[src/rtl/core/fpa_pkg.sv]
// Shared types, constants and opcodes for the Q24.8 fixed-point ALU.
// No dependencies; the core files that use it refer to it by scoped names.
`timescale 1ns / 1ps
package fpa_pkg;
   localparam int WORD_BITS_DEF     = 32;
   localparam int FRACTION_BITS_DEF = 8;
   localparam int FUNC_BITS         = 4;
   localparam int QUEUE_DEPTH       = 4;

   typedef enum logic [FUNC_BITS-1:0] {
      FUNC_ADD      = 4'd0,
      FUNC_SUB      = 4'd1,
      FUNC_MUL      = 4'd2,
      FUNC_DIV      = 4'd3,
      FUNC_MIN      = 4'd4,
      FUNC_MAX      = 4'd5,
      FUNC_INC      = 4'd6,
      FUNC_DEC      = 4'd7,
      FUNC_TO_INT   = 4'd8,
      FUNC_FROM_INT = 4'd9
   } func_type;

   // result flags carried alongside the value
   typedef struct packed {
      logic less;
      logic equal;
      logic greater;
      logic divide_by_zero;
   } flags_type;
endpackage

[src/rtl/core/fpa_front.sv]
// Front end: accepts operations, classifies them and computes the compare flags.
// Depends on fpa_pkg.
`timescale 1ns / 1ps
module fpa_front #(
   parameter int WORD_BITS = fpa_pkg::WORD_BITS_DEF
) (
   input  logic                          clock,
   input  logic                          reset,
   input  logic                          in_valid,
   output logic                          in_ready,
   input  logic [fpa_pkg::FUNC_BITS-1:0] in_func,
   input  logic signed [WORD_BITS-1:0]   in_a,
   input  logic signed [WORD_BITS-1:0]   in_b,
   output logic                          out_valid,
   input  logic                          out_ready,
   output logic [fpa_pkg::FUNC_BITS-1:0] out_func,
   output logic signed [WORD_BITS-1:0]   out_a,
   output logic signed [WORD_BITS-1:0]   out_b,
   output fpa_pkg::flags_type            out_flags
);
   logic                          valid_ff, valid_in;
   logic [fpa_pkg::FUNC_BITS-1:0] func_ff;
   logic signed [WORD_BITS-1:0]   a_ff, b_ff;
   fpa_pkg::flags_type            flags_ff, flags_in;

   assign in_ready = !valid_ff || out_ready;
   assign valid_in = in_ready ? in_valid : valid_ff;

   // compare flags and divide-by-zero classification
   always_comb begin
      flags_in.less           = in_a < in_b;
      flags_in.equal          = in_a == in_b;
      flags_in.greater        = in_a > in_b;
      flags_in.divide_by_zero = (in_func == fpa_pkg::FUNC_DIV) && (in_b == '0);
   end

   always_ff @(posedge clock) begin
      if (reset) begin
         valid_ff <= 1'b0;
      end else begin
         valid_ff <= valid_in;
      end
      if (in_ready && in_valid) begin
         func_ff  <= in_func;
         a_ff     <= in_a;
         b_ff     <= in_b;
         flags_ff <= flags_in;
      end
   end

   assign out_valid = valid_ff;
   assign out_func  = func_ff;
   assign out_a     = a_ff;
   assign out_b     = b_ff;
   assign out_flags = flags_ff;
endmodule

[config.mk]
export PLATFORM = sky130hd
export DESIGN_NAME = fpa_front
export DESIGN_NICKNAME = d
export VERILOG_FILES = /design/src/rtl/core/fpa_pkg.sv /design/src/rtl/core/fpa_front.sv
export SDC_FILE = /design/constraint.sdc
export NUM_CORES = 1
export LEC_CHECK = 0
export ABC_CLOCK_PERIOD_IN_PS = 6400
export BUFFER_PORTS_ARGS = -buffer_cell sky130_fd_sc_hd__buf_2
export CAP_MARGIN = 30
export CORE_MARGIN = 4
export CORE_UTILIZATION = 50
export CTS_CLUSTER_SIZE = 28
export DETAILED_ROUTE_END_ITERATION = 10
export GPL_TIMING_DRIVEN = 0
export PLACE_DENSITY = 0.85
export SYNTH_ARGS = -nofsm -noshare
export SYNTH_HDL_FRONTEND = slang
export SYNTH_SLANG_ARGS = --single-unit
[constraint.sdc]
create_clock -name clock -period 6.4 [get_ports clock]
set_clock_uncertainty 0.2 [all_clocks]
set_input_delay 0.64 -clock clock [delete_from_list [all_inputs] [get_ports clock]]
set_output_delay 0.64 -clock clock [all_outputs]
set_load 0.01 [all_outputs]
* Yosys cells after proc, flatten, opt, wreduce, memory -nomap -nowiden
Cells that the tools add are included.
** Word-level totals
- Flip-flop bits (word level) :: 73
- Input port bits :: 72
- Output and inout bits :: 74
- Word-level logic and storage cells :: 17
** Cells by class
- $lt $le $gt $ge :: 2
- Equal/unequal tests :: 2
- Reductions and logical operators :: 5
** Operators by type and width (count)
- == test 32 bit :: 1
- greater-than comparator 32 bit :: 1
- logical NOT 32 bit :: 1
- less-than comparator 32 bit :: 1
- == test 4 x 2 -> 1 bit, second input constant :: 1
- logical AND 1 bit :: 2
- logical NOT 1 bit :: 1
- logical OR 1 bit :: 1

* Logic depth before layout (Yosys ltp)
Gate-level depths: netlist (run 1).
- Depth after elaboration :: 3
- Mapped depth :: 8
- Mapped depth without buffers :: 8

* Least setup slack after synthesis (run 1)
Ideal clock, no wire load.
- Path type :: input-to-reg
- Start :: input out_ready
- End :: register a_ff[0] (netlist: out_a[0]), enable pin
- Setup time :: 0.438 ns
- Arrival :: 2.540 ns
- Required time :: 5.762 ns
- Slack :: 3.222 ns
- Stages :: 2
- Path buffers :: 0
- Cell sequence :: nand2b_1 and2_1
** Between the ends
- Longest elaborated chain between the ends :: 2
** RTL lines
- start, declared :: line fpa_front.sv:15 : input logic out_ready,
- logical OR 1 bit :: line fpa_front.sv:26 : assign in_ready = !valid_ff || out_ready;
- logical AND 1 bit :: line fpa_front.sv:43 : if (in_ready && in_valid) begin
- end signal, assigned :: line fpa_front.sv:45 : a_ff <= in_a;
- end, declared :: line fpa_front.sv:23 : logic signed [WORD_BITS-1:0] a_ff, b_ff;
No other way between the ends.
A chain may end at the register's enable or synchronous reset.

==> impl_metrics.tcl, run 1 <==
set metrics [dict create \
    status "complete, no violations" \
    worstPathCellList "buf_2 > inv_1 > ha_1 > a21oi_1 > o21ai_0 > a2111oi_0 > o31ai_1 > a21oi_2 > mux2i_1" \
    hold_path_depth 2 \
    worstMarginPinSlew_ns 0.927 \
    synth_seq_area_share_pct 69.9 \
    hold_path_class "primary input to flip-flop" \
    crit_slowest_cell "a2111oi_0" \
    fin_crit_ns 2.58 \
    regToRegSetupSlack_ns 4.61 \
    numCtsBuffers 9 \
    avgSynthCellArea_um2 14.9 \
    grt.total_usage_pct 19.5 \
    yosysWarnings 0 \
    synth_top_family_by_area "adder cells" \
    synth_xor_area_share_pct 0 \
    holdCritStartpoint "reset" \
    min_period_over_period_pct 40.4 \
    drive_gt1_share_pct 44.5 \
    dp_slack_ns 3.43 \
    leakagePower_nw 1.95 \
    synthSimpleGateAreaFrac_pct 7.17 \
    max-vdd-ir-drop_v 0.000190 \
    io_buffers 145 \
    netlist.area_leader.share_pct 69.2 \
    cts_buffer_depth 2 \
    wire_per_inst_um 16.2 \
    ys_types 26 \
    crit_fanout 3 \
    grt_pass1_vias 2285 \
    start_util_pct 52.1 \
    root_buffer "clkbuf_8" \
    clock_sinks 73 \
    netlist_instances 210 \
    crit_buf_inv 2 \
    routed_wl_mm 7.25 \
    die_width_um 87.0 \
    grt_start_max_net_pins 73 \
    fmax_mhz 387 \
    fin_ws_ns 3.82 \
    ys.flop_type "edfxtp_1" \
    max_stage_delay_ns 0.56 \
    grt_pass1_wl_mm 11.0 \
    async_flop_share_pct 0 \
    r2r_cells 2 \
    cts_tree "built" \
    synthesis.area_um2 3120 \
    critPathCaptureType "flip-flop" \
    critPathLaunchType "primary input" \
    core-area_um2 5990 \
    cap_violations 0 \
    cts_resized 0 \
    synth_area_leaders "edfxtp_1, ha_1, inv_1" \
    dr.pass1.iters 4 \
    cpLargestDelayFamily "compound AO/OA/AOI/OAI gates" \
    die_area_um2 7570 \
    ant_nets 0 \
    first_iter_violations 129 \
    clk_latency_ns 0.34 \
    synthMuxAreaShare_pct 0.641 \
    syn_nets 314 \
    clk_pin_slew_ns 0.08 \
    max_slew_margin_pct 38.2 \
    ys_top_cells_by_count "edfxtp_1, inv_1, ha_1, nor4_1, a21oi_1" \
    overflow 0 \
    placementRows 28 \
    setup-tns-final_ns 0 \
    synth_compound_area_share_pct 5.29 \
    synth.most_common_cell "edfxtp_1" \
    drc 0 \
    place_hpwl_mm 5.75 \
    via_per_inst 5.06 \
    critPathKind "primary input to flip-flop" \
    crit_cells 9 \
    p_per_area_nw_per_um2 264 \
    rsz0062_at_grt "no" \
    antenna_cells 0 \
    synth_edf_count 72 \
    num_vias 2257 \
    synthAdderAreaFrac_pct 12.8 \
    gp_congestion 0.757 \
    yosysTopAreaCell "edfxtp_1" \
    fp.dieH_um 87.0 \
    holdPathEnd "out_valid" \
    cp.required_ns 6.38 \
    final-hold-violation-count 0 \
    final_nets 470 \
    hold_buffers 0 \
    drv_slew 0 \
    reg2reg_to "out_a[28]" \
    area_growth_pct 33.3 \
    setup_viol 0 \
    worstPathArrival_ns 2.57 \
    yosys_register_bits 73 \
    r2r_start "out_valid" \
    post_cts_buffers 0 \
    antenna_found_initial 0 \
    htree_levels 3 \
    ioPinCount 146 \
]
-- layer usage --
metal | wire length [um] | track usage [%]
met5 | 0 | 0
met3 | 619 | 4.54
met1 | 2820 | 22.5
met2 | 3700 | 34.0
met4 | 113 | 8.92
-- layout make-up --
class | instances | area (um2)
fillers | 445 | 1830
well taps | 75 | 93.8
repair buffers | 145 | 726
inverters | 35 | 131
clock inverters | 7 | 95.1
clock buffers | 9 | 124
flip-flops and latches | 73 | 2180
multi-input cells | 102 | 812
-- placed cells by master, fill, tap and decap left out --
cell type   instances
dfxtp_1             1
edfxtp_1           72
and2_4              1
a21oi_1            10
mux2i_1             2
nand4_1             8
o21ai_1             2
clkinv_2            2
nor3_1              1
nor4_1             11
nand2_1             9
nor2_1              4
bufinv_16           2
a2111oi_0           1
nand3_1             4
a31oi_1             1
ha_1               32
a21o_1              2
buf_2             145
o21ai_0             3
clkbuf_8            9
nor2b_1             1
a221o_1             1
clkinvlp_4          1
a211o_1             1
a211oi_1            1
clkinv_4            2
a21oi_2             3
and3_1              1
nand2b_1            2
o31ai_1             1
inv_1              35
-- state kept, by name, indices dropped and copies added (netlist names) --
name and count:
out_a 32, out_b 32, out_flags 4, out_func 4, out_valid 1
-- cells by family (layout without fill, tap and decap cells) --
family	after synthesis	after routing
buffers and inverters	35	196
muxes	2	2
and+or+nand+nor	42	42
DFF	73	73
AOI/OAI and AO/OA	26	26
adders and majority gates	32	32
-- per-stage QoR --
step	hold slack [ns]	total power [mW]	cells	instance area, um2	utilization [%]
floorplan	0.393	0.644	210	3120	-
global placement	0.289	0.709	430	3940	65.8
detailed placement	0.314	0.716	430	3950	65.9
CTS	0.229	1.10	446	4160	69.5
global route	0.230	1.15	446	4160	69.5
finish	0.244	1.10	446	4160	69.5
-- how the worst max path moves through the flow --
| stage | end | from | slack [ns] |
|---|---|---|---|
| after floorplan | out_a[0] | out_ready | 3.22 |
| after global placement | out_b[19] | out_ready | 2.64 |
| after detailed placement | out_flags[3] | in_b[27] | 3.43 |
| after CTS | out_flags[3] | in_b[27] | 3.78 |
| after global routing | out_flags[3] | in_b[27] | 3.66 |
| final | out_flags[3] | in_b[27] | 3.82 |
-- power by group --
group / internal [mW] / total, mW / switching, mW
Combinational: 0.0570 / 0.138 / 0.0813
Sequential: 0.559 / 0.565 / 0.00624
Clock: 0.219 / 0.395 / 0.176
Total: 0.835 / 1.10 / 0.264
-- worst register-to-register path: cells and delay by family, from the launching register on --
kind	cells	cell delay, ns
DFF	1	0.31
and+or+nand+nor	2	0.85
Note: power is estimated with default switching activity, not from simulation.
==> run 2: changes to the inputs <==
- ABC_AREA: default -> 1
- ABC_CLOCK_PERIOD_IN_PS: 6400 -> 2400
- CORE_UTILIZATION: 50 -> 47
- PLACE_DENSITY: 0.85 -> 0.8
- clock period: 6.4 -> 2.4 ns (I/O delays scaled with it)
==> run 2 against run 1 <==
Compared with the run above:
- global-route usage increased by 2.8 points
- utilization grew 6.8 points
- combinational power increased to 3.5 times the previous value
- sequential cell count unchanged
- first-iteration DRC count shrank 38%
- highest routed layer unchanged
- area after synthesis is 1.9% higher
- final cell count up 23%
- setup slack got worse by 3.6 ns
- count of clock-buffer cells in the layout is 7 higher
- critical endpoint is now out_flags[1]
- die area increased by 7.6%
==> impl_metrics.tcl, run 2 <==
set metrics [dict create \
    status "complete, no violations" \
    avgSynthCellArea_um2 13.3 \
    synth_seq_area_share_pct 68.6 \
    place_hpwl_mm 5.66 \
    die_area_um2 8150 \
    synth_edf_count 72 \
    crit_path_frequent_cell "nand2_1" \
    worstPathCellList "dlygate4sd3_1 > buf_2 > inv_1 > ha_1 > nand2_1 > nor2_2 > nand4_1 > nor2_1 > nand2_1 > nand2_1 > nand2_1 > nand2_2 > nor2_2" \
    final-hold-violation-count 0 \
    ys_types 19 \
    area_growth_pct 54.8 \
    fp.dieH_um 90.3 \
    num_vias 2651 \
    cts_tree "built" \
    syn_nets 344 \
    max_stage_delay_ns 0.54 \
    grt_pass1_wl_mm 14.2 \
    ys_top_cells_by_count "edfxtp_1, inv_1, nand2_1, ha_1, nor2_1" \
    wire_per_inst_um 15.9 \
    layout.cells.non_filler 549 \
    root_buffer "clkbuf_8" \
    cap_violations 0 \
    final_common_cell "buf_2" \
    grt_pass1_vias 2920 \
    clk_latency_ns 0.32 \
    cts_buffer_depth 2 \
    cts_resized 0 \
    p_per_area_nw_per_um2 582 \
    clock_sinks 73 \
    multi_input_area_um2 850 \
    placementRows 29 \
    critPathLaunchType "primary input" \
    ioPinCount 146 \
    drive_gt1_share_pct 36.0 \
    leakagePower_nw 2.32 \
    critPathKind "primary input to flip-flop" \
    cp.required_ns 2.28 \
    fillers 450 \
    first_iter_violations 80 \
    dr.pass1.iters 4 \
    most-common-layout-cells "buf_2, edfxtp_1, dlygate4sd3_1" \
    synth_area_leaders "edfxtp_1, ha_1, inv_1" \
    max_slew_margin_pct 67.6 \
    critPathCaptureType "flip-flop" \
    crit_start "in_b[23]" \
    grt.total_usage_pct 22.2 \
    async_flop_share_pct 0 \
    crit_slowest_cell "dlygate4sd3_1" \
    worstMarginPinSlew_ns 0.485 \
    start_util_pct 49.3 \
    numCtsBuffers 9 \
    yosys_register_bits 73 \
    antenna_cells 0 \
    synthesis.area_um2 3180 \
    netlist_instances 240 \
    hold_path_class "primary input to flip-flop" \
    max-vdd-ir-drop_v 0.000352 \
    setup-tns-final_ns 0 \
    yosysWarnings 0 \
    final_nets 571 \
    crit_fanout 2 \
    die_width_um 90.3 \
    ant_nets 0 \
    setup_viol 0 \
    drv_slew 0 \
    hold_buffers 69 \
    numPlacedInstances 464 \
    post_cts_buffers 0 \
    netlist.area_leader.share_pct 68.0 \
    post-route-util_pct 76.3 \
    synth.most_common_cell "edfxtp_1" \
    regToRegSetupSlack_ns 0.82 \
    ff_latch_area_um2 2180 \
    clk_pin_slew_ns 0.07 \
    drc 0 \
    cpLargestDelayFamily "simple AND/OR/NAND/NOR gates" \
    fin_crit_ns 2.20 \
    overflow 0 \
    via_per_inst 4.83 \
    worstPathArrival_ns 2.08 \
    fmax_mhz 454 \
    holdCritStartpoint "in_valid" \
    gp_congestion 0.779 \
    routed_wl_mm 8.75 \
    antenna_found_initial 0 \
    ys.flop_type "edfxtp_1" \
    min_period_over_period_pct 91.8 \
    htree_levels 3 \
    io_buffers 145 \
    r2r_start "out_valid" \
    crit_buf_inv 3 \
    grt_start_max_net_pins 32 \
    rsz0062_at_grt "no" \
    yosysTopAreaCell "edfxtp_1" \
    core-area_um2 6460 \
]
[run 2: cell count changes after synthesis, moves of 2 or more]
cell and delta:
nand2_2 +2, nor2_1 +9, inv_1 +7, nor4_1 -9, mux2i_1 -2, o21ai_0 -2, nand2_1 +28, a21oi_1 +2
nor2_2 +3, nand2b_1 -2, nor3_2 +2
[run 2: worst register-to-register path: stages, from the launching register on]
cell and delay [ns]:
dfxtp_1 0.35, a21oi_4 0.44, buf_12 0.26
[run 2: worst paths after layout]
kind	endpoint	cells past startpoint
max	out_flags[1]	13
min	out_valid	3
max reg2reg	out_b[28]	2
min reg2reg	out_valid	2
[run 2: kinds of logic (layout without fill, tap and decap cells)]
kind of cell,count (synthesis),in the layout,share of synthesized area (%)
compound gates,17,17,2.99
fa+ha+maj,32,32,12.6
buf+inv,43,275,5.07
flops,73,73,68.6
simple gates,75,75,10.8
[run 2: area by class of cell]
class	count	area share, %
Tap cell	77	1.96
Multi-Input combinational cell	124	17.2
Sequential cell	73	44.3
Timing Repair Buffer	216	29.6
Clock buffer	16	3.66
Inverter	43	3.28
[run 2: stage by stage]
step                      hold slack, ns  power, mW  worst slack [ns]  cell area, um2
final                             0.0186       2.87             0.197            4930
after floorplan                    0.109       1.73             0.186            3190
after detailed placement           0.202       1.92             0.419            4060
after CTS                        0.00922       2.87             0.232            4930
after global placement             0.196       1.89            -0.228            4020
after global routing              0.0379       3.00            0.0654            4930
[run 2: where the power goes]
part	internal (mW)	switching [mW]	total (mW)
Sequential	1.49	0.0187	1.51
Clock	0.464	0.412	0.876
Combinational	0.233	0.249	0.481
[run 2: layer usage]
metal	vias to the layer above	GRT usage, %	part of all wire (%)
met5	-	0	0
met4	0	8.93	2.4
met3	17	5.92	6.5
met2	109	41.8	55
met1	1233	23.4	36
li1	1292	-	-
