==> src/rtl/core/fpa_pkg.sv <==
// Shared types, constants and opcodes for the Q24.8 fixed-point ALU.
// No dependencies; the core files that use it refer to it by scoped names.
`timescale 1ns / 1ps
package fpa_pkg;
   localparam int WORD_BITS_DEF     = 32;
   localparam int FRACTION_BITS_DEF = 8;
   localparam int FUNC_BITS         = 4;
   localparam int QUEUE_DEPTH       = 4;

   typedef enum logic [FUNC_BITS-1:0] {
      FUNC_ADD      = 4'd0,
      FUNC_SUB      = 4'd1,
      FUNC_MUL      = 4'd2,
      FUNC_DIV      = 4'd3,
      FUNC_MIN      = 4'd4,
      FUNC_MAX      = 4'd5,
      FUNC_INC      = 4'd6,
      FUNC_DEC      = 4'd7,
      FUNC_TO_INT   = 4'd8,
      FUNC_FROM_INT = 4'd9
   } func_type;

   // result flags carried alongside the value
   typedef struct packed {
      logic less;
      logic equal;
      logic greater;
      logic divide_by_zero;
   } flags_type;
endpackage

==> src/rtl/core/fpa_queue.sv <==
// Small FIFO that decouples the front end from the execution pipeline.
// Depends on fpa_pkg.
`timescale 1ns / 1ps
module fpa_queue #(
   parameter int DATA_BITS = 8,
   parameter int DEPTH     = fpa_pkg::QUEUE_DEPTH
) (
   input  logic                 clock,
   input  logic                 reset,
   input  logic                 in_valid,
   output logic                 in_ready,
   input  logic [DATA_BITS-1:0] in_data,
   output logic                 out_valid,
   input  logic                 out_ready,
   output logic [DATA_BITS-1:0] out_data
);
   localparam int PTR_BITS = (DEPTH > 1) ? $clog2(DEPTH) : 1;

   logic [DATA_BITS-1:0] slot_ff [DEPTH];
   logic [PTR_BITS-1:0]  wr_ff, wr_in, rd_ff, rd_in;
   logic [PTR_BITS:0]    count_ff, count_in;
   logic                 push, pop;

   assign in_ready  = count_ff != PTR_BITS'(0) + (PTR_BITS+1)'(DEPTH);
   assign out_valid = count_ff != '0;
   assign push      = in_valid && in_ready;
   assign pop       = out_valid && out_ready;
   assign out_data  = slot_ff[rd_ff];

   always_comb begin
      wr_in    = push ? ((wr_ff == PTR_BITS'(DEPTH - 1)) ? '0 : wr_ff + 1'b1) : wr_ff;
      rd_in    = pop  ? ((rd_ff == PTR_BITS'(DEPTH - 1)) ? '0 : rd_ff + 1'b1) : rd_ff;
      count_in = count_ff + (PTR_BITS+1)'(push) - (PTR_BITS+1)'(pop);
   end

   always_ff @(posedge clock) begin
      if (reset) begin
         wr_ff    <= '0;
         rd_ff    <= '0;
         count_ff <= '0;
      end else begin
         wr_ff    <= wr_in;
         rd_ff    <= rd_in;
         count_ff <= count_in;
      end
      if (push) begin
         slot_ff[wr_ff] <= in_data;
      end
   end
endmodule

==> config.mk <==
export PLATFORM = sky130hd
export DESIGN_NAME = fpa_queue
export DESIGN_NICKNAME = d
export VERILOG_FILES = /design/src/rtl/core/fpa_pkg.sv /design/src/rtl/core/fpa_queue.sv
export SDC_FILE = /design/constraint.sdc
export NUM_CORES = 1
export LEC_CHECK = 0
export BUFFER_PORTS_ARGS = -buffer_cell sky130_fd_sc_hd__buf_4
export CAP_MARGIN = 15
export CORE_MARGIN = 2
export CORE_UTILIZATION = 30
export DETAILED_ROUTE_END_ITERATION = 12
export PLACE_DENSITY_LB_ADDON = 0.2
export SYNTH_ARGS = -nofsm -noshare
export SYNTH_HDL_FRONTEND = slang
export SYNTH_SLANG_ARGS = --single-unit
==> constraint.sdc <==
create_clock -name clock -period 4.6 [get_ports clock]
set_clock_uncertainty 0.15 [all_clocks]
set_input_delay 0 -clock clock [delete_from_list [all_inputs] [get_ports clock]]
set_output_delay 0 -clock clock [all_outputs]
set_load 0.01 [all_outputs]
# After elaboration in Yosys (flattened, before gate mapping)
# Memories as Yosys holds them, arrays and structs flattened. A register that Yosys moved wholly into a read port is not among the register bits.
# Cells that the tools add are included.
[word_totals]
inputBits = 12
mem_bits_rw = 32
wordCells = 20
register_bits = 7
out_inout_bits = 10
n_memories = 1
[classes]
add_sub_neg = 4
reduce_logical = 3
n_eq_ne = 3
muxes = 6
[memory_table]
columns = ["name", "words", "word_bits", "rd", "rd_ports_with_merged_regs", "write_ports", "line_no", "source"]
rows = [
  ["slot_ff", 4, 8, 1, 1, 1, "fpa_queue.sv:19", "logic [DATA_BITS-1:0] slot_ff [DEPTH];"],
]
[ops]
columns = ["operator", "n"]
rows = [
  ["$mux W2", 4],
  ["$add A2 B1 Y2 const B", 2],
  ["$eq A2 B2 Y1 const B", 2],
  ["$add A3 B1 Y3", 1],
  ["$ne A3 B3 Y1 const B", 1],
  ["$reduce_bool A3 Y1", 1],
  ["$sub A3 B1 Y3", 1],
  ["$logic_and A1 B1 Y1", 2],
  ["$mux W1", 2],
]

# Longest topological paths before layout
# Gate-level depths: netlist of the first run.
[depth]
word_depth = 4
mapped_depth = 11
ltp_nobuf = 10

# Worst setup path before layout of the first run
# Ideal clock, no wire load.
[synth_timing]
kind = "register to register"
from = "register count_ff[1]"
to = "register count_ff[2]"
period_less_slack_ns = 2.409
path_buffers = 1
required_time_ns = 4.372
path_slack_ns = 2.191
path_stages_with_launch = 12
setup_time_ns = 0.078
arrival_ns = 2.181
path_cell_list = "dfxtp_1 or3b_1 buf_6 nand2_1 ha_1 inv_1 ha_1 inv_1 fa_1 xor2_1 and2_2 nor3_1"
[synth_between]
elab_chain_len = 4
word_cells_on_any_way = 6
cone_classes = "2 x add/sub; 1 x eq/ne; 3 x reduce/logical"
[synth_lines]
columns = ["element", "line_no", "source"]
rows = [
  ["start: declaration", "fpa_queue.sv:21", "logic [PTR_BITS:0] count_ff, count_in;"],
  ["start signal: assignment", "fpa_queue.sv:44", "count_ff <= count_in;"],
  ["$ne A3 B3 Y1", "fpa_queue.sv:24", "assign in_ready = count_ff != PTR_BITS'(0) + (PTR_BITS+1)'(DEPTH);"],
  ["net in_ready", "fpa_queue.sv:11", "output logic in_ready,"],
  ["$logic_and A1 B1 Y1", "fpa_queue.sv:26", "assign push = in_valid && in_ready;"],
  ["$add A3 B1 Y3", "fpa_queue.sv:33", "count_in = count_ff + (PTR_BITS+1)'(push) - (PTR_BITS+1)'(pop);"],
  ["$sub A3 B1 Y3", "fpa_queue.sv:33", ""],
]
# The timed path passes the listed nets, and every way through them passes these cells.
# A chain may end at the register's enable or synchronous reset.

# Worst setup path after layout of the first run
[layout_timing]
from = "register count_ff[1]"
to = "register count_ff[2]"
[layout_between]
elab_chain_len = 4
word_cells_on_any_way = 6
cone_classes = "2 x add/sub; 1 x eq/ne; 3 x reduce/logical"
[layout_lines]
columns = ["element", "line_no"]
rows = [
  ["$ne A3 B3 Y1", "fpa_queue.sv:24"],
  ["$logic_and A1 B1 Y1", "fpa_queue.sv:26"],
  ["$add A3 B1 Y3", "fpa_queue.sv:33"],
  ["$sub A3 B1 Y3 (*)", "fpa_queue.sv:33"],
]
# Every way passes the cells marked *; elsewhere a longest branch is shown, timed or not.

==> impl_table.tex, run 1 <==
\begin{tabular}{lr}
\hline
Metric & Value \\
\hline
\multicolumn{2}{l}{\textbf{Status}} \\
Result of the run & completed \\
\multicolumn{2}{l}{\textbf{Synth}} \\
Total standard cell area after synthesis & 1630 sq um \\
Proportion of synthesized area in mux cells & 11.6\% \\
Area share of and/or/nand/nor cells after synthesis & 6.28\% \\
Post-synthesis cell type with the largest combined area & edfxtp\_1 \\
Adder and majority gate portion of the synthesized area & 6.59\% \\
Combinational family with the most area after synthesis & multiplexers \\
Net count after synthesis & 111 \\
Compound-Gate Fraction of Synth Area & 2.45\% \\
Average cell area after synthesis & 17.9 sq um \\
Main area contributors after synthesis & edfxtp\_1 59\%, dfxtp\_1 11\%, mux4\_2 11\% \\
Share of the synthesized area in the top cell type & 58.9\% \\
Synth cell types & 26 \\
Post-synthesis sequential area ratio & 69.9\% \\
Post-synthesis cell count & 91 \\
XOR/XNOR Fraction of Synth Area & 0.536\% \\
Register bit total from synthesis & 41 \\
YS warnings & 0 \\
\multicolumn{2}{l}{\textbf{Die}} \\
Total Die Area & 6050 sq um \\
Die Height & 77.8 um \\
Initial core utilization & 31.6\% \\
Total I/O pin count & 22 \\
Die width & 77.8 um \\
Placeable core region & 5170 sq um \\
Site row count & 26 \\
\multicolumn{2}{l}{\textbf{Power and ir drop}} \\
PD cells & 482 nW/um\^{}2 \\
Part of the power in the clock network & 21.9\% \\
Leakage power of the design & 0.000759 uW \\
Maximum vdd ir drop & 0.000178 V \\
Share of total power in combinational logic & 27.4\% \\
Total power consumption of the routed design & 985 uW \\
Switching pwr & 275 uW \\
Relative contribution of sequential cells to total power & 50.7\% \\
Int Power & 710 uW \\
Proportion of total power due to net switching & 28.0\% \\
\multicolumn{2}{l}{\textbf{Timing}} \\
Final hold vios & 0 \\
Final setup violation count & 0 \\
Final Max Tran Viols & 0 \\
Peak clock frequency supported by timing & 0.375 GHz \\
TNS Setup & 0 ns \\
Final hold slack & 0.303 ns \\
Setup repair after global routing missed its margin & false \\
Worst Max-Slew Pin Slew & 0.575 ns \\
Crit path time final & 2.66 ns \\
Crit share post-route & 57.9\% \\
Slew Limit Headroom & 61.6\% \\
\multicolumn{2}{l}{\textbf{Detailed routing}} \\
Number of nets with antenna violations after routing & 0 \\
Final WL & 2840 um \\
Violation count after the first detailed-routing iteration & 16 \\
Total iterations of the first detailed-routing run & 2 \\
Wire length on met2 & 1420 um \\
Highest metal layer with signal wires & met4 \\
Routed length on met1 & 1220 um \\
Number of design rule violations left after detail routing & 0 \\
Met3 Wirelength & 127 um \\
Vias & 892 \\
Drt wl/cell & 14.4 um \\
Post-DR vias/cell & 4.53 \\
\multicolumn{2}{l}{\textbf{Global routing}} \\
Maximum number of pins on one net before global-route repair & 13 \\
Number of global-route vias before repair & 946 \\
Global router's overall resource usage & 10.8\% \\
Number of antenna violations at the first check in global routing & 0 \\
Total grt overflow & 0 \\
Wire length of the first global-routing pass & 4690 um \\
\multicolumn{2}{l}{\textbf{Clocking}} \\
Clock sink count & 41 \\
Root Driver & clkbuf\_8 \\
Number of buffers created by CTS & 5 \\
CTS H-tree depth & 2 \\
Clock-pin slew on the worst setup and hold paths & 0.08 ns \\
Clk Latency, worst-skew pair & 0.28 ns \\
Post-CTS Setup Inserts & 0 \\
Max Root-Sink Buffers & 2 \\
CTS tree & yes \\
\multicolumn{2}{l}{\textbf{Finish}} \\
Final layout net count & 146 \\
Count of placed standard cells in the final layout, fillers left out & 197 \\
Most frequent standard cell in the layout excluding fill and tap cells & edfxtp\_1 \\
Final-layout fill cell count & 471 \\
Most frequent cells in the layout & 32 x edfxtp\_1, 21 x buf\_4, 11 x dlygate4sd3\_1 \\
Share of cells above drive strength 1 & 32.3\% \\
Number of diodes & 0 \\
Synth-to-layout area growth & 25.3\% \\
\multicolumn{2}{l}{\textbf{Critical path}} \\
Start-to-end type of the worst setup path & reg -> reg \\
Required time of the critical path & 4.66 ns \\
Crit start category & flip-flop \\
Worst-path maximum fanout & 8 \\
Worst Setup End Kind & flip-flop \\
Arrival time reported for the critical path endpoint & 2.73 ns \\
\multicolumn{2}{l}{\textbf{Hold path}} \\
Min-Delay Path Class & in -> reg \\
\multicolumn{2}{l}{\textbf{Place}} \\
Global placer's final weighted congestion & 0.697 \\
Port buffer count & 21 \\
Number of cells after detailed placement & 178 \\
Detailed placer's ending HPWL & 1940 um \\
\multicolumn{2}{l}{\textbf{Run}} \\
Max-capacitance violation count & 0 \\
\hline
\end{tabular}
per-layer routing:
metal | global-route usage, % | vias up
li1 | - | 415
met1 | 12.3 | 446
met2 | 17.8 | 24
met3 | 3.95 | 7
met4 | 5.54 | 0
met5 | 0 | -
cells by family after synthesis:
family	Yosys count
mux	9
buf+inv	9
xor+xnor	1
fa+ha+maj	8
compound gates	6
flops	41
simple gates	17
per-stage QoR:
stage | setup WS [ns] | util (%) | cell area, sq um
4_1_cts | 1.91 | 39.6 | 2050
5_1_grt | 1.74 | 39.6 | 2050
3_3_place_gp | 2.09 | 35.8 | 1850
3_5_place_dp | 1.92 | 35.8 | 1850
6_report | 1.94 | 39.6 | 2050
2_1_floorplan | 2.19 | - | 1630
area by class of cell:
| type | instances | area, sq um | share of cell area, % |
|---|---|---|---|
| clock inverter | 3 | 12.5 | 0.612 |
| clock buffer | 5 | 68.8 | 3.36 |
| sequential | 41 | 1140 | 55.8 |
| timing repair buffer | 32 | 268 | 13.1 |
| tap | 70 | 87.6 | 4.28 |
| multi-input combinational | 41 | 449 | 22.0 |
| inverter | 5 | 18.8 | 0.917 |
sequential cells by signal, indices dropped and copies added, names as in the netlist, named ones only:
| name | flops |
|---|---|
| count_ff | 3 |
| rd_ff | 2 |
| slot_ff | 32 |
| wr_ff | 2 |
path summary, 6_finish.rpt:
path / endpoint / cells after the start / slack (ns) / from
worst max-delay path: count_ff[2]$_SDFF_PP0_ / 10 / 1.94 / count_ff[1]$_SDFF_PP0_
worst min-delay path: slot_ff[2][3]$_DFFE_PP_ / 2 / 0.30 / in_data[3]
worst max register to register: count_ff[2]$_SDFF_PP0_ / 10 / 1.94 / count_ff[1]$_SDFF_PP0_
worst min register to register: rd_ff[0]$_SDFFE_PP0N_ / 2 / 0.34 / rd_ff[0]$_SDFFE_PP0N_
timing repair:
item / 4_1_cts / 5_1_grt
hold endpoints to repair: 41 / 0
hold buffers: 11 / 0
gates resized for setup: 0 / 0
power by group through the flow:
stage | clock (uW) | sequential (uW) | combinational (uW)
after floorplan | 0 | 483 | 186
after global placement | 0 | 507 | 256
after detailed placement | 0 | 511 | 267
after CTS | 224 | 503 | 276
after global routing | 241 | 510 | 299
final | 216 | 499 | 270
critical path, cell delays in order (launching register included):
cell	delay (ns)
dfxtp_1	0.37
or3b_1	0.51
nand2_1	0.17
ha_1	0.25
inv_1	0.06
ha_1	0.13
inv_1	0.06
fa_1	0.40
xor2_1	0.17
and2_2	0.20
nor3_1	0.12
synthesized netlist by cell type:
master    instances
a211o_1           2
a21oi_1           1
and2_2            1
and3_2            4
buf_1             1
buf_2             1
buf_6             1
clkbuf_1          1
dfxtp_1           9
edfxtp_1         32
fa_1              1
ha_1              7
inv_1             5
mux2i_1           1
mux4_2            8
nand2_1           2
nand2b_1          1
nor2_1            3
nor2b_1           1
nor3_1            1
o21ai_0           2
o31ai_1           1
or3_1             2
or3_2             1
or3b_1            1
xor2_1            1
Note: power is estimated with default switching activity, not from simulation.
==> run 2: changes to the inputs <==
--- a/config.mk
+++ b/config.mk
@@ -5,6 +5,7 @@
 export SDC_FILE = /design/constraint.sdc
 export NUM_CORES = 1
 export LEC_CHECK = 0
+export ABC_AREA = 1
 export BUFFER_PORTS_ARGS = -buffer_cell sky130_fd_sc_hd__buf_4
 export CAP_MARGIN = 15
 export CORE_MARGIN = 2
==> constraint.sdc (replaced) <==
create_clock -name clock -period 2.6 [get_ports clock]
set_clock_uncertainty 0.15 [all_clocks]
set_input_delay 0 -clock clock [delete_from_list [all_inputs] [get_ports clock]]
set_output_delay 0 -clock clock [all_outputs]
set_load 0.01 [all_outputs]
==> impl_table.tex, run 2 <==
\begin{tabular}{lr}
\hline
Metric & Value \\
\hline
\multicolumn{2}{l}{\textbf{Synth}} \\
Post-synthesis sequential area ratio & 66.9\% (was 69.9\%) \\
Net count after synthesis & 159 (was 111) \\
Synth cell types & 21 (was 26) \\
Post-synthesis cell count & 139 (was 91) \\
Post-synthesis cell type with the largest combined area & edfxtp\_1 (unchanged) \\
YS warnings & 0 (unchanged) \\
Total standard cell area after synthesis & 1710 sq um (was 1630 sq um) \\
Most used standard cells in the synthesized netlist & 32 x edfxtp\_1, 31 x nor2\_1, 12 x inv\_1, 12 x o21ai\_0, 9 x dfxtp\_1 (was 32 x edfxtp\_1, 9 x dfxtp\_1, 8 x mux4\_2) \\
Ys flop type & edfxtp\_1 (unchanged) \\
Share of the synthesized area in the top cell type & 56.3\% (was 58.9\%) \\
Ys async rst share & 0\% (unchanged) \\
Register bit total from synthesis & 41 (unchanged) \\
Main area contributors after synthesis & edfxtp\_1 56\%, dfxtp\_1 11\%, nor2\_1 6.8\% (was edfxtp\_1 59\%, dfxtp\_1 11\%, mux4\_2 11\%) \\
Leading cell type by number of instances after synthesis & edfxtp\_1 (unchanged) \\
Post-synth EDFFs & 32 (unchanged) \\
Average cell area after synthesis & 12.3 sq um (was 17.9 sq um) \\
\multicolumn{2}{l}{\textbf{Clocking}} \\
Number of buffers created by CTS & 5 (unchanged) \\
Root Driver & clkbuf\_8 (unchanged) \\
CTS tree & yes (unchanged) \\
Post-CTS Setup Inserts & 0 (unchanged) \\
Clock sink count & 41 (unchanged) \\
Post-CTS Hold Buffers & 11 (unchanged) \\
Number of instances resized during post-cts repair & 0 (unchanged) \\
Clk Latency, worst-skew pair & 0.28 ns (about the same) \\
Max Root-Sink Buffers & 2 (unchanged) \\
CTS H-tree depth & 2 (unchanged) \\
Clock-pin slew on the worst setup and hold paths & 0.07 ns (was 0.08 ns) \\
\multicolumn{2}{l}{\textbf{Die}} \\
Die Height & 79.4 um (was 77.8 um) \\
Placeable core region & 5510 sq um (was 5170 sq um) \\
Site row count & 27 (was 26) \\
Total I/O pin count & 22 (unchanged) \\
Die width & 79.4 um (was 77.8 um) \\
Total Die Area & 6310 sq um (was 6050 sq um) \\
Initial core utilization & 31.0\% (was 31.6\%) \\
\multicolumn{2}{l}{\textbf{Status}} \\
Result of the run & completed (unchanged) \\
\multicolumn{2}{l}{\textbf{Detailed routing}} \\
Number of nets with antenna violations after routing & 0 (unchanged) \\
Drt wl/cell & 11.9 um (was 14.4 um) \\
Vias & 1,075 (was 892) \\
Final WL & 3010 um (was 2840 um) \\
Number of design rule violations left after detail routing & 0 (unchanged) \\
Post-DR vias/cell & 4.23 (was 4.53) \\
Violation count after the first detailed-routing iteration & 38 (was 16) \\
Total iterations of the first detailed-routing run & 4 (was 2) \\
\multicolumn{2}{l}{\textbf{Timing}} \\
Peak clock frequency supported by timing & 0.490 GHz (was 0.375 GHz) \\
Worst Max-Slew Pin Slew & 0.348 ns (was 0.575 ns) \\
Crit path time final & 2.04 ns (was 2.66 ns) \\
Worst setup slack after layout & 0.558 ns (was 1.94 ns) \\
Setup repair after global routing missed its margin & false (unchanged) \\
Final Max Tran Viols & 0 (unchanged) \\
Slew Limit Headroom & 76.8\% (was 61.6\%) \\
Crit share post-route & 78.6\% (was 57.9\%) \\
Final hold vios & 0 (unchanged) \\
Final setup violation count & 0 (unchanged) \\
Final hold slack & 0.270 ns (was 0.303 ns) \\
TNS Setup & 0 ns (unchanged) \\
\multicolumn{2}{l}{\textbf{Finish}} \\
Largest reg by FF count & slot\_ff (unchanged) \\
Post-route cell area & 2160 sq um (was 2050 sq um) \\
Largest registers ranked by flip-flop count & slot\_ff x32, count\_ff x3 (unchanged) \\
Share of cells above drive strength 1 & 24.7\% (was 32.3\%) \\
Number of diodes & 0 (unchanged) \\
Final layout net count & 201 (was 146) \\
Most frequent standard cell in the layout excluding fill and tap cells & edfxtp\_1 (unchanged) \\
Final-layout fill cell count & 542 (was 471) \\
Most frequent cells in the layout & 32 x edfxtp\_1, 31 x nor2\_1, 26 x buf\_4 (was 32 x edfxtp\_1, 21 x buf\_4, 11 x dlygate4sd3\_1) \\
Number of flip-flops under the largest register name & 32 (unchanged) \\
Synth-to-layout area growth & 26.7\% (was 25.3\%) \\
\multicolumn{2}{l}{\textbf{Power and ir drop}} \\
Leakage power of the design & 0.000849 uW (was 0.000759 uW) \\
Maximum vdd ir drop & 0.000378 V (was 0.000178 V) \\
PD cells & 908 nW/um\^{}2 (was 482 nW/um\^{}2) \\
\multicolumn{2}{l}{\textbf{Place}} \\
Detailed placer's ending HPWL & 2100 um (was 1940 um) \\
Pre-CTS worst setup slack & 0.564 ns (was 1.92 ns) \\
Port buffer count & 21 (unchanged) \\
DP Area & 1970 sq um (was 1850 sq um) \\
Global placer's final weighted congestion & 0.709 (was 0.697) \\
\multicolumn{2}{l}{\textbf{Critical path}} \\
Worst R2R Setup Slack & 0.56 ns (was 1.94 ns) \\
Start-to-end type of the worst setup path & reg -> reg (unchanged) \\
Critical path launch point & count\_ff[1]\$\_SDFF\_PP0\_ (unchanged) \\
Worst Setup End Kind & flip-flop (unchanged) \\
Worst-path maximum fanout & 7 (was 8) \\
Crit start category & flip-flop (unchanged) \\
Required time of the critical path & 2.63 ns (was 4.66 ns) \\
Reg-to-reg critical path startpoint & count\_ff[1]\$\_SDFF\_PP0\_ (unchanged) \\
Arrival time reported for the critical path endpoint & 2.08 ns (was 2.73 ns) \\
\multicolumn{2}{l}{\textbf{Global routing}} \\
Global router's overall resource usage & 10.9\% (was 10.8\%) \\
Maximum number of pins on one net before global-route repair & 17 (was 13) \\
Total grt overflow & 0 (unchanged) \\
Number of global-route vias before repair & 1,110 (was 946) \\
Number of antenna violations at the first check in global routing & 0 (unchanged) \\
Wire length of the first global-routing pass & 5110 um (was 4690 um) \\
\multicolumn{2}{l}{\textbf{Hold path}} \\
Hold Path Origin & reset (was in\_data[3]) \\
Min-Delay Path Class & in -> reg (unchanged) \\
\multicolumn{2}{l}{\textbf{Run}} \\
Max-capacitance violation count & 0 (unchanged) \\
\hline
\end{tabular}
==> run 2: changes by cell type in the layout (fill, tap and decap cells not counted), moves of 6 or more <==
cell / before / now
inv_1: 5 / 12
mux4_2: 8 / 0
nand2_1: 2 / 8
nor2_1: 3 / 31
o21ai_0: 2 / 12
o22ai_1: 0 / 8
==> run 2: layer usage <==
layer,global-route usage [%],up-vias,wire (um)
li1,-,558,-
met1,13.7,492,1380
met2,17.4,23,1460
met3,4.75,2,161
met4,2.59,0,11
met5,0,-,0
==> run 2: path summary, 6_finish.rpt <==
check / to / depth (start not counted)
max: count_ff[2]$_SDFF_PP0_ / 12
min: count_ff[1]$_SDFF_PP0_ / 3
max reg2reg: count_ff[2]$_SDFF_PP0_ / 12
min reg2reg: rd_ff[1]$_SDFFE_PP0N_ / 2
==> run 2: area by class of cell <==
type | instances | area (sq um) | share of cell area (%)
Clock inverter | 2 | 10.0 | 0.463
Sequential cell | 41 | 1140 | 52.8
Inverter | 14 | 52.6 | 2.43
Multi-Input combinational cell | 82 | 490 | 22.7
Tap cell | 72 | 90.1 | 4.17
Clock buffer | 6 | 72.6 | 3.36
Timing Repair Buffer | 37 | 305 | 14.1
==> run 2: per-stage QoR <==
stage	total power, uW	utilization [%]	std cells
2_1_floorplan	1320	-	139
3_3_place_gp	1580	35.8	235
3_5_place_dp	1590	35.8	235
4_1_cts	1990	39.3	254
5_1_grt	2120	39.3	254
6_report	1960	39.3	254
==> run 2: kinds of logic (layout without fill, tap and decap cells) <==
logic type / Yosys count / in the layout / synth area share, %
buffers and inverters: 16 / 59 / 4.40
XOR/XNOR: 1 / 1 / 0.513
flip-flops: 41 / 41 / 66.9
AO/OA/AOI/OAI: 26 / 26 / 9.46
adder cells (fa/ha/maj): 8 / 8 / 6.30
AND/OR/NAND/NOR: 47 / 47 / 12.5
==> run 2: power by group <==
part / internal [uW] / leakage, uW / switching, uW
Sequential: 816 / 0.000368 / 80.3
Combinational: 311 / 0.000436 / 370
Clock: 186 / 0.0000450 / 200
Total: 1310 / 0.000849 / 651
==> run 2: worst max-delay path, cell delays in order (launching register included) <==
cell and delay, ns:
dfxtp_1 0.45, nor2_4 0.08, nand2_4 0.09, nand2_4 0.07, ha_1 0.28, inv_1 0.06
ha_1 0.13, inv_1 0.05, fa_1 0.36, inv_1 0.08, nand2_1 0.05, nand2_1 0.06
nor2_1 0.04
==> run 3: changes to the inputs <==
==> constraint.sdc (replaced) <==
create_clock -name clock -period 2.1 [get_ports clock]
set_clock_uncertainty 0.15 [all_clocks]
set_input_delay 0 -clock clock [delete_from_list [all_inputs] [get_ports clock]]
set_output_delay 0 -clock clock [all_outputs]
set_load 0.01 [all_outputs]
==> impl_table.tex, run 3 (synthesis results as in run 2) <==
\begin{tabular}{lr}
\hline
Metric & Value \\
\hline
\multicolumn{2}{l}{\textbf{Finish}} \\
Most frequent standard cell in the layout excluding fill and tap cells & edfxtp\_1 (unchanged) \\
Largest registers ranked by flip-flop count & slot\_ff x32, count\_ff x3 (unchanged) \\
Final layout net count & 202 (was 201) \\
Share of cells above drive strength 1 & 27.9\% (was 24.7\%) \\
Synth-to-layout area growth & 27.6\% (was 26.7\%) \\
Most frequent cells in the layout & 32 x edfxtp\_1, 31 x nor2\_1, 27 x buf\_4 (was 32 x edfxtp\_1, 31 x nor2\_1, 26 x buf\_4) \\
Number of flip-flops under the largest register name & 32 (unchanged) \\
Number of diodes & 0 (unchanged) \\
Largest reg by FF count & slot\_ff (unchanged) \\
\multicolumn{2}{l}{\textbf{Place}} \\
Detailed placer's ending HPWL & 2160 um (was 2100 um) \\
Port buffer count & 21 (unchanged) \\
Global placer's final weighted congestion & 0.717 (was 0.709) \\
\multicolumn{2}{l}{\textbf{Die}} \\
Site row count & 27 (unchanged) \\
Total I/O pin count & 22 (unchanged) \\
Placeable core region & 5510 sq um (unchanged) \\
Die width & 79.4 um (unchanged) \\
Initial core utilization & 31.0\% (unchanged) \\
Die Height & 79.4 um (unchanged) \\
Total Die Area & 6310 sq um (unchanged) \\
\multicolumn{2}{l}{\textbf{Timing}} \\
Final Max Tran Viols & 0 (unchanged) \\
Slew Limit Headroom & 74.3\% (was 76.8\%) \\
Final hold vios & 0 (unchanged) \\
Peak clock frequency supported by timing & 0.524 GHz (was 0.490 GHz) \\
Final setup violation count & 0 (unchanged) \\
Setup repair after global routing missed its margin & false (unchanged) \\
Crit path time final & 1.91 ns (was 2.04 ns) \\
TNS Setup & 0 ns (unchanged) \\
Crit share post-route & 90.8\% (was 78.6\%) \\
Worst Max-Slew Pin Slew & 0.385 ns (was 0.348 ns) \\
\multicolumn{2}{l}{\textbf{Detailed routing}} \\
Final WL & 3160 um (was 3010 um) \\
Drt wl/cell & 12.4 um (was 11.9 um) \\
Number of design rule violations left after detail routing & 0 (unchanged) \\
Violation count after the first detailed-routing iteration & 47 (was 38) \\
Post-DR vias/cell & 4.36 (was 4.23) \\
Vias & 1,111 (was 1,075) \\
Total iterations of the first detailed-routing run & 4 (unchanged) \\
Number of nets with antenna violations after routing & 0 (unchanged) \\
\multicolumn{2}{l}{\textbf{Power and ir drop}} \\
Part of the power in the clock network & 19.8\% (was 19.7\%) \\
Int Power & 1640 uW (was 1310 uW) \\
Relative contribution of sequential cells to total power & 45.5\% (was 45.6\%) \\
Total power consumption of the routed design & 2470 uW (was 1960 uW) \\
Share of total power in combinational logic & 34.7\% (about the same) \\
PD cells & 1130 nW/um\^{}2 (was 908 nW/um\^{}2) \\
Leakage power of the design & 0.000854 uW (was 0.000849 uW) \\
Proportion of total power due to net switching & 33.4\% (was 33.2\%) \\
Maximum vdd ir drop & 0.000565 V (was 0.000378 V) \\
Switching pwr & 824 uW (was 651 uW) \\
\multicolumn{2}{l}{\textbf{Clocking}} \\
Clock-pin slew on the worst setup and hold paths & 0.07 ns (about the same) \\
Clk Latency, worst-skew pair & 0.29 ns (was 0.28 ns) \\
Root Driver & clkbuf\_8 (unchanged) \\
CTS H-tree depth & 2 (unchanged) \\
Clock sink count & 41 (unchanged) \\
CTS tree & yes (unchanged) \\
Max Root-Sink Buffers & 2 (unchanged) \\
Number of buffers created by CTS & 5 (unchanged) \\
\multicolumn{2}{l}{\textbf{Critical path}} \\
Worst-path maximum fanout & 4 (was 7) \\
Worst R2R Setup Slack & 0.19 ns (was 0.56 ns) \\
Required time of the critical path & 2.14 ns (was 2.63 ns) \\
Crit start category & flip-flop (unchanged) \\
Worst Setup End Kind & flip-flop (unchanged) \\
Arrival time reported for the critical path endpoint & 1.95 ns (was 2.08 ns) \\
Start-to-end type of the worst setup path & reg -> reg (unchanged) \\
\multicolumn{2}{l}{\textbf{Status}} \\
Result of the run & completed (unchanged) \\
\multicolumn{2}{l}{\textbf{Global routing}} \\
Total grt overflow & 0 (unchanged) \\
Maximum number of pins on one net before global-route repair & 17 (unchanged) \\
Wire length of the first global-routing pass & 5220 um (was 5110 um) \\
Number of antenna violations at the first check in global routing & 0 (unchanged) \\
Number of global-route vias before repair & 1,114 (was 1,110) \\
Global router's overall resource usage & 11.4\% (was 10.9\%) \\
\multicolumn{2}{l}{\textbf{Run}} \\
Max-capacitance violation count & 0 (unchanged) \\
\multicolumn{2}{l}{\textbf{Hold path}} \\
Min-Delay Path Class & in -> reg (unchanged) \\
\hline
\end{tabular}
run 3: cell count changes in the layout (fill, tap and decap cells not counted):
cell     delta
buf_4       +1
dfxtp_1     -3
dfxtp_2     +2
dfxtp_4     +1
fa_1        -1
fa_2        +1
inv_1       -1
inv_2       +1
run 3: per-layer routing:
metal / wire length, um / global-route usage, %
met1: 1520 / 13.4
met2: 1480 / 18.5
met3: 117 / 4.41
met4: 50 / 4.66
met5: 0 / 0
run 3: what timing repair did:
action,CTS,global route
setup buffers,0,1
endpoints found under the setup margin,0,1
hold buffers,11,0
gates resized for setup,0,6
hold endpoints to repair,41,0
run 3: power by group through the flow:
stage	registers, uW	logic [uW]	clock network [uW]
floorplan	1100	535	0
global placement	1130	823	0
detailed placement	1140	842	0
CTS	1120	860	503
global route	1140	972	540
finish	1120	857	488
run 3: path summary, 6_finish.rpt:
kind	from	endpoint	cells after the start
min	reset	count_ff[1]$_SDFF_PP0_	3
max	count_ff[1]$_SDFF_PP0_	count_ff[1]$_SDFF_PP0_	9
max reg2reg	count_ff[1]$_SDFF_PP0_	count_ff[1]$_SDFF_PP0_	9
min reg2reg	rd_ff[1]$_SDFFE_PP0N_	rd_ff[1]$_SDFFE_PP0N_	2
run 3: critical path: stages (launching register included):
cell,delay (ns)
dfxtp_4,0.37
nor2_4,0.13
nand2_4,0.08
nand2_4,0.07
ha_1,0.22
inv_1,0.06
ha_1,0.13
inv_1,0.05
fa_2,0.51
nor2_1,0.04
run 3: final cells by class:
class	instances	area [sq um]
clock buffers	6	72.6
clock inverters	2	10.0
fillers	553	3330
inverters	14	52.6
multi-input cells	82	493
flip-flops and latches	41	1150
well taps	72	90.1
repair buffers	38	313
run 3: stage by stage:
stage	hold slack [ns]	instance area (sq um)	utilization (%)	setup WS, ns	instances
5_1_grt	0.252	2180	39.6	0.0431	255
6_report	0.254	2180	39.6	0.193	255
4_1_cts	0.249	2160	39.3	0.0305	254
3_5_place_dp	0.0259	1970	35.8	0.0413	235
3_3_place_gp	0.0242	1970	35.8	0.130	235
2_1_floorplan	-0.0833	1710	-	0.162	139
